--- config.mk ---
export PLATFORM = sky130hd
export DESIGN_NAME = reorder_buffer_commit_core
export DESIGN_NICKNAME = d
export VERILOG_FILES = /design/src/rtl/core/rbc_pkg.sv /design/src/rtl/core/rbc_slot_ram.sv /design/src/rtl/core/rbc_step.sv /design/src/rtl/core/reorder_buffer_commit_core.sv
export SDC_FILE = /design/constraint.sdc
export NUM_CORES = 2
export LEC_CHECK = 0
export BUFFER_PORTS_ARGS = -buffer_cell sky130_fd_sc_hd__buf_2
export CAP_MARGIN = 30
export CORE_ASPECT_RATIO = 2
export CORE_UTILIZATION = 50
export CTS_CLUSTER_SIZE = 16
export DETAILED_ROUTE_END_ITERATION = 12
export PLACE_DENSITY = 0.65
export SLEW_MARGIN = 40
export SYNTH_ARGS = -nofsm -noshare
export SYNTH_HDL_FRONTEND = slang
export SYNTH_HIERARCHICAL = 1
export SYNTH_SLANG_ARGS = --single-unit
--- constraint.sdc ---
create_clock -name clk -period 12.45 [get_ports clk]
set_clock_uncertainty 0.15 [all_clocks]
set_input_delay 1.245 -clock clk [delete_from_list [all_inputs] [get_ports clk]]
set_output_delay 1.245 -clock clk [all_outputs]
set_load 0.01 [all_outputs]
--- src/rtl/core/rbc_pkg.sv ---
// ----------------------------------------------------------------------------
// rbc_pkg
// Types and codes shared by the reorder buffer commit core and its parts.
// ----------------------------------------------------------------------------
package rbc_pkg;

  localparam logic [2:0] MODE_DISPATCH  = 3'd0;
  localparam logic [2:0] MODE_WRITEBACK = 3'd1;
  localparam logic [2:0] MODE_MARK      = 3'd2;
  localparam logic [2:0] MODE_STORE_WB  = 3'd3;
  localparam logic [2:0] MODE_COMMIT    = 3'd4;

  localparam logic [3:0] KIND_BRANCH  = 4'd0;
  localparam logic [3:0] KIND_STORE_B = 4'd1;
  localparam logic [3:0] KIND_STORE_H = 4'd2;
  localparam logic [3:0] KIND_STORE_W = 4'd3;
  localparam logic [3:0] KIND_REG     = 4'd4;
  localparam logic [3:0] KIND_JALR    = 4'd5;
  localparam logic [3:0] KIND_BR_OK   = 4'd7;
  localparam logic [3:0] KIND_BR_BAD  = 4'd8;

  localparam logic [3:0] RES_NONE   = 4'd0;
  localparam logic [3:0] RES_ALLOC  = 4'd1;
  localparam logic [3:0] RES_BCAST  = 4'd2;
  localparam logic [3:0] RES_REG    = 4'd3;
  localparam logic [3:0] RES_STORE  = 4'd4;
  localparam logic [3:0] RES_BROK   = 4'd5;
  localparam logic [3:0] RES_MISP   = 4'd6;
  localparam logic [3:0] RES_JALR   = 4'd7;
  localparam logic [3:0] RES_EXIT   = 4'd8;
  localparam logic [3:0] RES_FULL   = 4'd9;
  localparam logic [3:0] RES_UNRES  = 4'd10;

  localparam logic [2:0] BYTES_1 = 3'd1;
  localparam logic [2:0] BYTES_2 = 3'd2;
  localparam logic [2:0] BYTES_4 = 3'd4;

  localparam logic [31:0] INSN_BYTES = 32'd4;

  typedef struct packed {
    logic [2:0]  mode;
    logic [2:0]  entry_kind;
    logic [3:0]  slot_index;
    logic [31:0] data_in;
    logic [31:0] dest_in;
    logic [31:0] pc_in;
  } cmd_t;

  typedef struct packed {
    logic [3:0]  result_kind;
    logic [3:0]  slot_out;
    logic [31:0] data_out;
    logic [31:0] target_out;
    logic [2:0]  store_bytes;
    logic [31:0] branch_pc;
    logic        branch_taken;
    logic        redirect_valid;
    logic [31:0] redirect_pc;
    logic        slot_free;
  } rsp_t;

  typedef struct packed {
    logic [3:0]  kind;
    logic [31:0] value;
    logic [31:0] dest;
    logic [31:0] pc;
  } slot_entry_t;

  typedef struct packed {
    logic busy;
    logic ready;
    logic in_range;
  } slot_status_t;

  typedef struct packed {
    logic mem_we;
    logic set_ready;
    logic alloc;
    logic retire;
  } step_ctrl_t;

endpackage

--- src/rtl/core/rbc_slot_ram.sv ---
// ----------------------------------------------------------------------------
// rbc_slot_ram
// Slot payload memory: one write port, one read port with registered data.
// ----------------------------------------------------------------------------
module rbc_slot_ram
  import rbc_pkg::*;
#(
  parameter int ADDR_W = 4
) (
  input  logic              clk,
  input  logic              rd_en,
  input  logic [ADDR_W-1:0] rd_addr,
  output slot_entry_t       rd_data,
  input  logic              wr_en,
  input  logic [ADDR_W-1:0] wr_addr,
  input  slot_entry_t       wr_data
);

  slot_entry_t mem [2**ADDR_W];

  always_ff @(posedge clk) begin
    if (wr_en) begin
      mem[wr_addr] <= wr_data;
    end
  end

  always_ff @(posedge clk) begin
    if (rd_en) begin
      rd_data <= mem[rd_addr];
    end
  end

endmodule

--- src/rtl/core/rbc_step.sv ---
// ----------------------------------------------------------------------------
// rbc_step
// Decides one item from the slot read back: the new slot contents, the flag
// updates and the result item.
// ----------------------------------------------------------------------------
module rbc_step
  import rbc_pkg::*;
(
  input  cmd_t         cmd,
  input  slot_entry_t  entry,
  input  slot_status_t status,
  input  logic [3:0]   tag,
  output slot_entry_t  wr_entry,
  output step_ctrl_t   ctrl,
  output rsp_t         rsp
);

  logic taken;

  assign taken = (entry.value != 32'd0);

  always_comb begin
    wr_entry = entry;
    ctrl     = '0;
    rsp      = '0;
    case (cmd.mode)
      MODE_DISPATCH: begin
        if (status.busy) begin
          rsp.result_kind = RES_FULL;
        end else begin
          wr_entry.kind   = {1'b0, cmd.entry_kind};
          wr_entry.value  = cmd.data_in;
          wr_entry.dest   = cmd.dest_in;
          wr_entry.pc     = cmd.pc_in;
          ctrl.mem_we     = 1'b1;
          ctrl.alloc      = 1'b1;
          rsp.result_kind = RES_ALLOC;
          rsp.slot_out    = tag;
        end
      end
      MODE_WRITEBACK: begin
        if (status.in_range) begin
          if (entry.kind == KIND_BRANCH) begin
            wr_entry.kind = (cmd.data_in == entry.value) ? KIND_BR_OK : KIND_BR_BAD;
          end
          wr_entry.value  = cmd.data_in;
          ctrl.mem_we     = 1'b1;
          ctrl.set_ready  = 1'b1;
          rsp.result_kind = RES_BCAST;
          rsp.slot_out    = tag;
          rsp.data_out    = cmd.data_in;
        end
      end
      MODE_MARK: begin
        if (status.in_range) begin
          ctrl.set_ready  = 1'b1;
          rsp.result_kind = RES_BCAST;
          rsp.slot_out    = tag;
          rsp.data_out    = entry.value;
        end
      end
      MODE_STORE_WB: begin
        if (status.in_range) begin
          wr_entry.value = cmd.data_in;
          wr_entry.dest  = cmd.dest_in;
          ctrl.mem_we    = 1'b1;
          ctrl.set_ready = 1'b1;
        end
      end
      MODE_COMMIT: begin
        if (status.busy && status.ready) begin
          rsp.slot_out = tag;
          if (entry.kind == KIND_BRANCH) begin
            rsp.result_kind = RES_UNRES;
          end else begin
            ctrl.retire = 1'b1;
            case (entry.kind)
              KIND_STORE_B, KIND_STORE_H, KIND_STORE_W: begin
                rsp.result_kind = RES_STORE;
                rsp.data_out    = entry.value;
                rsp.target_out  = entry.dest;
                rsp.store_bytes = (entry.kind == KIND_STORE_B) ? BYTES_1 :
                                  (entry.kind == KIND_STORE_H) ? BYTES_2 : BYTES_4;
              end
              KIND_REG: begin
                rsp.result_kind = RES_REG;
                rsp.data_out    = entry.value;
                rsp.target_out  = entry.dest;
              end
              KIND_JALR: begin
                rsp.result_kind    = RES_JALR;
                rsp.data_out       = entry.pc + INSN_BYTES;
                rsp.target_out     = entry.dest;
                rsp.redirect_valid = 1'b1;
                rsp.redirect_pc    = entry.value;
              end
              KIND_BR_OK: begin
                rsp.result_kind  = RES_BROK;
                rsp.branch_pc    = entry.pc;
                rsp.branch_taken = taken;
              end
              KIND_BR_BAD: begin
                rsp.result_kind    = RES_MISP;
                rsp.branch_pc      = entry.pc;
                rsp.branch_taken   = taken;
                rsp.redirect_valid = 1'b1;
                rsp.redirect_pc    = taken ? entry.dest : entry.pc + INSN_BYTES;
              end
              default: begin
                rsp.result_kind = RES_EXIT;
              end
            endcase
          end
        end
      end
      default: begin
        rsp.result_kind = RES_NONE;
      end
    endcase
  end

endmodule

--- src/rtl/core/reorder_buffer_commit_core.sv ---
// ----------------------------------------------------------------------------
// reorder_buffer_commit_core
// Circular reorder buffer with dispatch, writeback and in-order commit.
// The item and its slot are read into registers when it is accepted, and the
// result item is registered once the output is free. A new item is taken only
// after the last one's result is registered. A waiting result holds up the next
// item after its read. Reset clears the pointers and the busy and ready flags;
// slot memory is not cleared.
// ----------------------------------------------------------------------------
module reorder_buffer_commit_core
  import rbc_pkg::*;
#(
  parameter int DEPTH = 16
) (
  input  logic clk,
  input  logic rst,
  input  logic cmd_valid,
  output logic cmd_ready,
  input  cmd_t cmd,
  output logic rsp_valid,
  input  logic rsp_ready,
  output rsp_t rsp
);

  localparam int PTR_W = (DEPTH > 1) ? $clog2(DEPTH) : 1;
  localparam int XW = (PTR_W > 4) ? PTR_W : 4;
  localparam logic [PTR_W-1:0] LAST = PTR_W'(DEPTH - 1);
  localparam logic ST_IDLE = 1'b0;
  localparam logic ST_EXEC = 1'b1;

  logic             state;
  logic [PTR_W-1:0] head;
  logic [PTR_W-1:0] tail;
  logic [DEPTH-1:0] busy;
  logic [DEPTH-1:0] ready;
  cmd_t             item;
  logic [PTR_W-1:0] addr;
  logic             in_range;

  logic             accept;
  logic             go;
  logic [XW-1:0]    idx_x;
  logic [PTR_W-1:0] rd_addr;
  logic             rd_in_range;
  slot_entry_t      rd_data;
  slot_entry_t      wr_entry;
  slot_status_t     status;
  step_ctrl_t       ctrl;
  rsp_t             step_rsp;
  rsp_t             rsp_next;
  logic [PTR_W-1:0] head_next;
  logic [PTR_W-1:0] tail_next;
  logic             free_after;

  assign cmd_ready = (state == ST_IDLE) && !rst;
  assign accept    = cmd_valid && cmd_ready;
  assign go        = (state == ST_EXEC) && (!rsp_valid || rsp_ready);

  assign idx_x       = XW'(cmd.slot_index);
  assign rd_in_range = ({1'b0, idx_x} < (XW + 1)'(DEPTH));

  always_comb begin
    case (cmd.mode)
      MODE_DISPATCH: rd_addr = tail;
      MODE_COMMIT:   rd_addr = head;
      default:       rd_addr = idx_x[PTR_W-1:0];
    endcase
  end

  rbc_slot_ram #(
    .ADDR_W(PTR_W)
  ) u_ram (
    .clk    (clk),
    .rd_en  (accept),
    .rd_addr(rd_addr),
    .rd_data(rd_data),
    .wr_en  (go && ctrl.mem_we),
    .wr_addr(addr),
    .wr_data(wr_entry)
  );

  assign status.busy     = busy[addr];
  assign status.ready    = ready[addr];
  assign status.in_range = in_range;

  rbc_step u_step (
    .cmd     (item),
    .entry   (rd_data),
    .status  (status),
    .tag     (4'(addr)),
    .wr_entry(wr_entry),
    .ctrl    (ctrl),
    .rsp     (step_rsp)
  );

  assign head_next  = (head == LAST) ? '0 : head + 1'b1;
  assign tail_next  = ctrl.alloc ? ((tail == LAST) ? '0 : tail + 1'b1) : tail;
  assign free_after = !busy[tail_next] || (ctrl.retire && (addr == tail_next));

  always_comb begin
    rsp_next           = step_rsp;
    rsp_next.slot_free = free_after;
  end

  always_ff @(posedge clk) begin
    if (rst) begin
      state     <= ST_IDLE;
      head      <= '0;
      tail      <= '0;
      busy      <= '0;
      ready     <= '0;
      rsp_valid <= 1'b0;
    end else begin
      if (rsp_valid && rsp_ready && !go) begin
        rsp_valid <= 1'b0;
      end
      if (accept) begin
        state <= ST_EXEC;
      end
      if (go) begin
        state     <= ST_IDLE;
        rsp_valid <= 1'b1;
        tail      <= tail_next;
        if (ctrl.alloc) begin
          busy[addr]  <= 1'b1;
          ready[addr] <= 1'b0;
        end
        if (ctrl.set_ready) begin
          ready[addr] <= 1'b1;
        end
        if (ctrl.retire) begin
          busy[addr]  <= 1'b0;
          ready[addr] <= 1'b0;
          head        <= head_next;
        end
      end
    end
  end

  always_ff @(posedge clk) begin
    if (accept) begin
      item     <= cmd;
      addr     <= rd_addr;
      in_range <= rd_in_range;
    end
    if (go) begin
      rsp <= rsp_next;
    end
  end

endmodule

---- Word-level counts from Yosys, hierarchy flattened ----
Memory sizes are Yosys's and may differ from the RTL's. A register that Yosys moved wholly into a read port is not among the register bits.
Cells that the tools add are included.
storage, ports and cells
  memories ................................ 1
  memory bits (writable) .................. 1600
  register bits ........................... 290
memories
  memory     words  width  read ports  clocked after memory_dff  wr ports  RTL line            text
  u_ram.mem  16     100    1           1                         1         rbc_slot_ram.sv:19  slot_entry_t mem [2**ADDR_W];
operators by class
  equal/unequal tests ..................... 16
  $lt $le $gt $ge ......................... 3
  reduce and logical (&&, ||, !) cells .... 32
  add/subtract/negate cells ............... 3
  bitwise gates (word level) .............. 11
  muxes and demuxes ....................... 57
operators by type and width
  operator                                                          number
  16-bit 2-to-1 mux                                                 11
  141-bit 2-to-1 mux                                                1
  133-bit 2-to-1 mux                                                1
  32-bit one-hot mux with 2 select lines                            2
  64-bit one-hot mux with 2 select lines                            1
  100-bit 2-to-1 mux                                                1
  32-bit one-hot mux with 3 select lines                            1
  33-bit one-hot mux with 2 select lines                            1
  32-bit 2-to-1 mux                                                 2
  16-bit AND                                                        3
  33-bit 2-to-1 mux                                                 1
  32-bit by 3-bit adder with 32-bit output (second input constant)  1
  32-bit == test                                                    1
  4-bit 2-to-1 mux                                                  8
  16-bit bitwise OR                                                 2
  32-bit nonzero test                                               1
  4-bit one-hot mux with 3 select lines                             2
  4-bit one-hot mux with 5 select lines                             1
  16-bit NOT                                                        1
  4-bit one-hot mux with 2 select lines                             2
  1-bit 2-to-1 mux                                                  14
  1-bit binary-select mux with 4-bit select                         3
  4-bit by 3-bit == test with 1-bit output (second input constant)  3
  4-bit == test (second input constant)                             3
  24 further kinds                                                  55

---- Depth between registers and ports, before layout ----
  word-level depth ........................ 15
  gate-level depth with buffers ........... 13

---- Cells and area by module ----
The synthesis kept the hierarchy.
by module, submodules not included
  module                      cells an instance  instances  area each (µm²)  sequential area each (µm²)
  rbc_slot_ram                2560               1          62784.0          51049.0
  reorder_buffer_commit_core  577                1          10316.1          8408.1
  rbc_step                    792                1          4514.3           0.0

---- Least setup slack after synthesis ----
No wires, ideal clock.
  kind .................................... input port to flip-flop
  start point ............................. input port rsp_ready
  end point ............................... memory u_ram/mem[0][0] in the netlist's numbering (enable)
  slack ................................... 662 ps
  required time ........................... 11619 ps
  data arrival time ....................... 10957 ps
  cell stages on the path ................. 7
  library setup time ...................... 681 ps
  path through ............................ nor2b_1 > nand2b_1 > inv_2 > buf_2 > and2_1 > or3b_2 > nor3_1
between the ends
  word-level cells in the longest chain between the ends .. 5
RTL lines
  what                                    RTL line                          text
  start, declared                         reorder_buffer_commit_core.sv:21  input logic rsp_ready,
  1-bit logical OR                        reorder_buffer_commit_core.sv:57  assign go = (state == ST_EXEC) && (!rsp_valid || rsp_ready);
  1-bit logical AND                       reorder_buffer_commit_core.sv:57
  via go                                  reorder_buffer_commit_core.sv:41  logic go;
  1-bit logical AND                       reorder_buffer_commit_core.sv:77  .wr_en (go && ctrl.mem_we),
  1-bit 2-to-1 mux                        rbc_slot_ram.sv:22                if (wr_en) begin
  1-bit 2-to-1 mux (not written as such)  rbc_slot_ram.sv:23                mem[wr_addr] <= wr_data;
  end, declared                           rbc_slot_ram.sv:19
The timed path passes the listed nets, and every way through them passes these cells.

==> run summary <==
CTS tree: built
Area growth syn-to-layout: 12.7%
Global-route wire length before repair: 284 mm
Mean Syn Cell Area: 19.8 um^2
Pre-Repair DR Iteration Count: 8
CP Cell Sequence: buf_4 -> mux4_2 -> mux4_2 -> or3_1 -> a21o_2 -> buf_4 -> inv_1 -> and2_1 -> or3b_2 -> nor3_2 -> buf_4 -> buf_6
H-tree depth: 4
Nets@finish: 4,405
Vias per inst: 6.18
Worst slew margin: 36.3%
Crit Path Max Fanout: 65
Clock Latency Late Sink: 0.83 ns
Final Critical Period: 6.08 ns
GP Congestion: 0.984
Final Hold Vio Count: 0
Reg clk slew, reported paths: 0.07 ns
Sum of negative setup slack: 0 ns
Core area: 154,000 um^2
Layout cells sized above 1: 26.2%
Largest net degree at the start of global routing: 94
Power per cell area: 155 nW/um^2
Status: complete, no violations
Pins Over Slew Limit: 0
Cell mode on critical path: buf_4
Hold Crit Depth: 2
R2R cell count: 12
Port bufs: 253
Drc violations: 0
IO Count: 254
Startpoint types: flip-flop
Num Clock Sinks: 1,990
Tot GR Track Use: 25.5%
Crit-path leading delay family: buffers and inverters
Critical path class: reg -> reg
Pleak: 27.8 nW
Clock Tree Buf Depth: 4
Max Cap Viol: 0
WP buf/inv: 5
CP required: 12.70 ns
Final setup vio count: 0
RSZ-0062 raised after global routing: false
Post CTS Setup Buffer Count: 0
Initial antenna violation count: 14
DP Worst Slack: 6.41 ns
WHS: 0.349 ns
Critical Path AT: 6.33 ns
Num CTS Buffers: 176
Root Buffer: clkbuf_16
Drt initial violations: 4,172
GR Overflow Total: 0
Worst vdd ir: 0.112 mV
Worst-Margin Slew: 0.948 ns
Max incr delay on CP: 0.75 ns
Total wire length: 199 mm
Synth Instances: 3,923
Initial Util: 50.3%
Min-delay worst type: reg -> reg
Total power: 13.5 mW
Number of global-route vias before repair: 40,500
Die Span Y: 559 um
Standard-cell rows: 204
Yosys warns: 6
Crit share post-route: 48.8%
Die Area: 157,000 um^2
CP Capture Type: flip-flop
Final Worst Setup Slack: 6.37 ns
HPWL Detailed: 120 mm
Die W: 280 um
Via Count: 40,000
Netlist Area Pre-Place: 77,500 um^2
Antenna Nets Post-Route: 0
Fmax: 164 MHz
Slowest-stage cell, CP: edfxtp_1
Hold Buf Count CTS: 0
WL/cell: 30.8 um
CP Depth: 12
Resized Gates After CTS: 0
-- state kept, by name, summed over array words and instances (netlist names) --
name and count:
tail 4, ready 16, u_ram/mem 1600, addr 4, rsp_valid 1, item 102
u_ram/rd_data 100, busy 16, head 4, state 1, rsp 142
-- placed cells by master, fill, tap and decap left out, types with 15 or more instances in the layout --
cell type and instances:
dfxtp_1 42, nand2b_1 16, clkbuf_1 24, mux2i_1 25
clkbuf_16 177, nor2_1 47, nand4_1 19, inv_1 17
clkinv_1 37, nor3_1 31, mux2_2 27, a211oi_1 26
o21ai_0 132, nand3_1 19, nand2_1 322, and2_1 75
buf_6 33, nor4_1 24, a21oi_1 30, xnor2_1 45
buf_2 252, mux4_2 410, nor2_4 15, edfxtp_1 1948
a22oi_1 241, buf_4 119, clkinv_2 30
-- stage by stage --
stage	cells	utilization, %	cell area, um^2
5_1_grt	6475	56.7	87300
3_5_place_dp	6173	53.1	81900
4_1_cts	6473	56.6	87300
3_3_place_gp	6165	52.9	81600
2_1_floorplan	3928	-	77500
6_report	6476	56.7	87300
-- power by group --
part	leakage (nW)	total, mW	internal, mW	switching (mW)
clock	2.61	5.21	2.85	2.36
sequential	18.0	7.55	7.46	0.0882
combinational	7.13	0.785	0.296	0.489
-- final cells by class --
cell class / count / area (um^2)
fill: 11600 / 66800
multi-input combinational: 1690 / 17300
tap: 2060 / 2580
antenna: 2 / 5.00
timing repair buffer: 415 / 2740
sequential: 1990 / 59300
clock buffer: 201 / 4520
inverter: 19 / 76.3
clock inverter: 99 / 826
-- routing by layer --
| metal | track usage (%) | vias up | wire length, um |
|---|---|---|---|
| met1 | 32.7 | 21000 | 75500 |
| li1 | - | 16800 | - |
| met2 | 43.3 | 1802 | 100000 |
| met4 | 11.9 | 4 | 9710 |
| met5 | 0 | - | 32 |
| met3 | 3.32 | 392 | 13600 |
-- worst min-delay path, stage by stage, from the launching register on --
cell and delay [ns]:
dfxtp_1 0.32, nand2_1 0.06, a221oi_1 0.06
-- worst paths after layout --
| path | from | to | slack (ns) |
|---|---|---|---|
| setup / recovery | addr[1] | u_ram/mem[0][16] | 6.37 |
| hold / removal | ready[11] | ready[11] | 0.35 |
| setup reg to reg | addr[1] | u_ram/mem[0][16] | 6.37 |
| hold reg to reg | ready[11] | ready[11] | 0.35 |
Note: power is estimated with default switching activity, not from simulation.
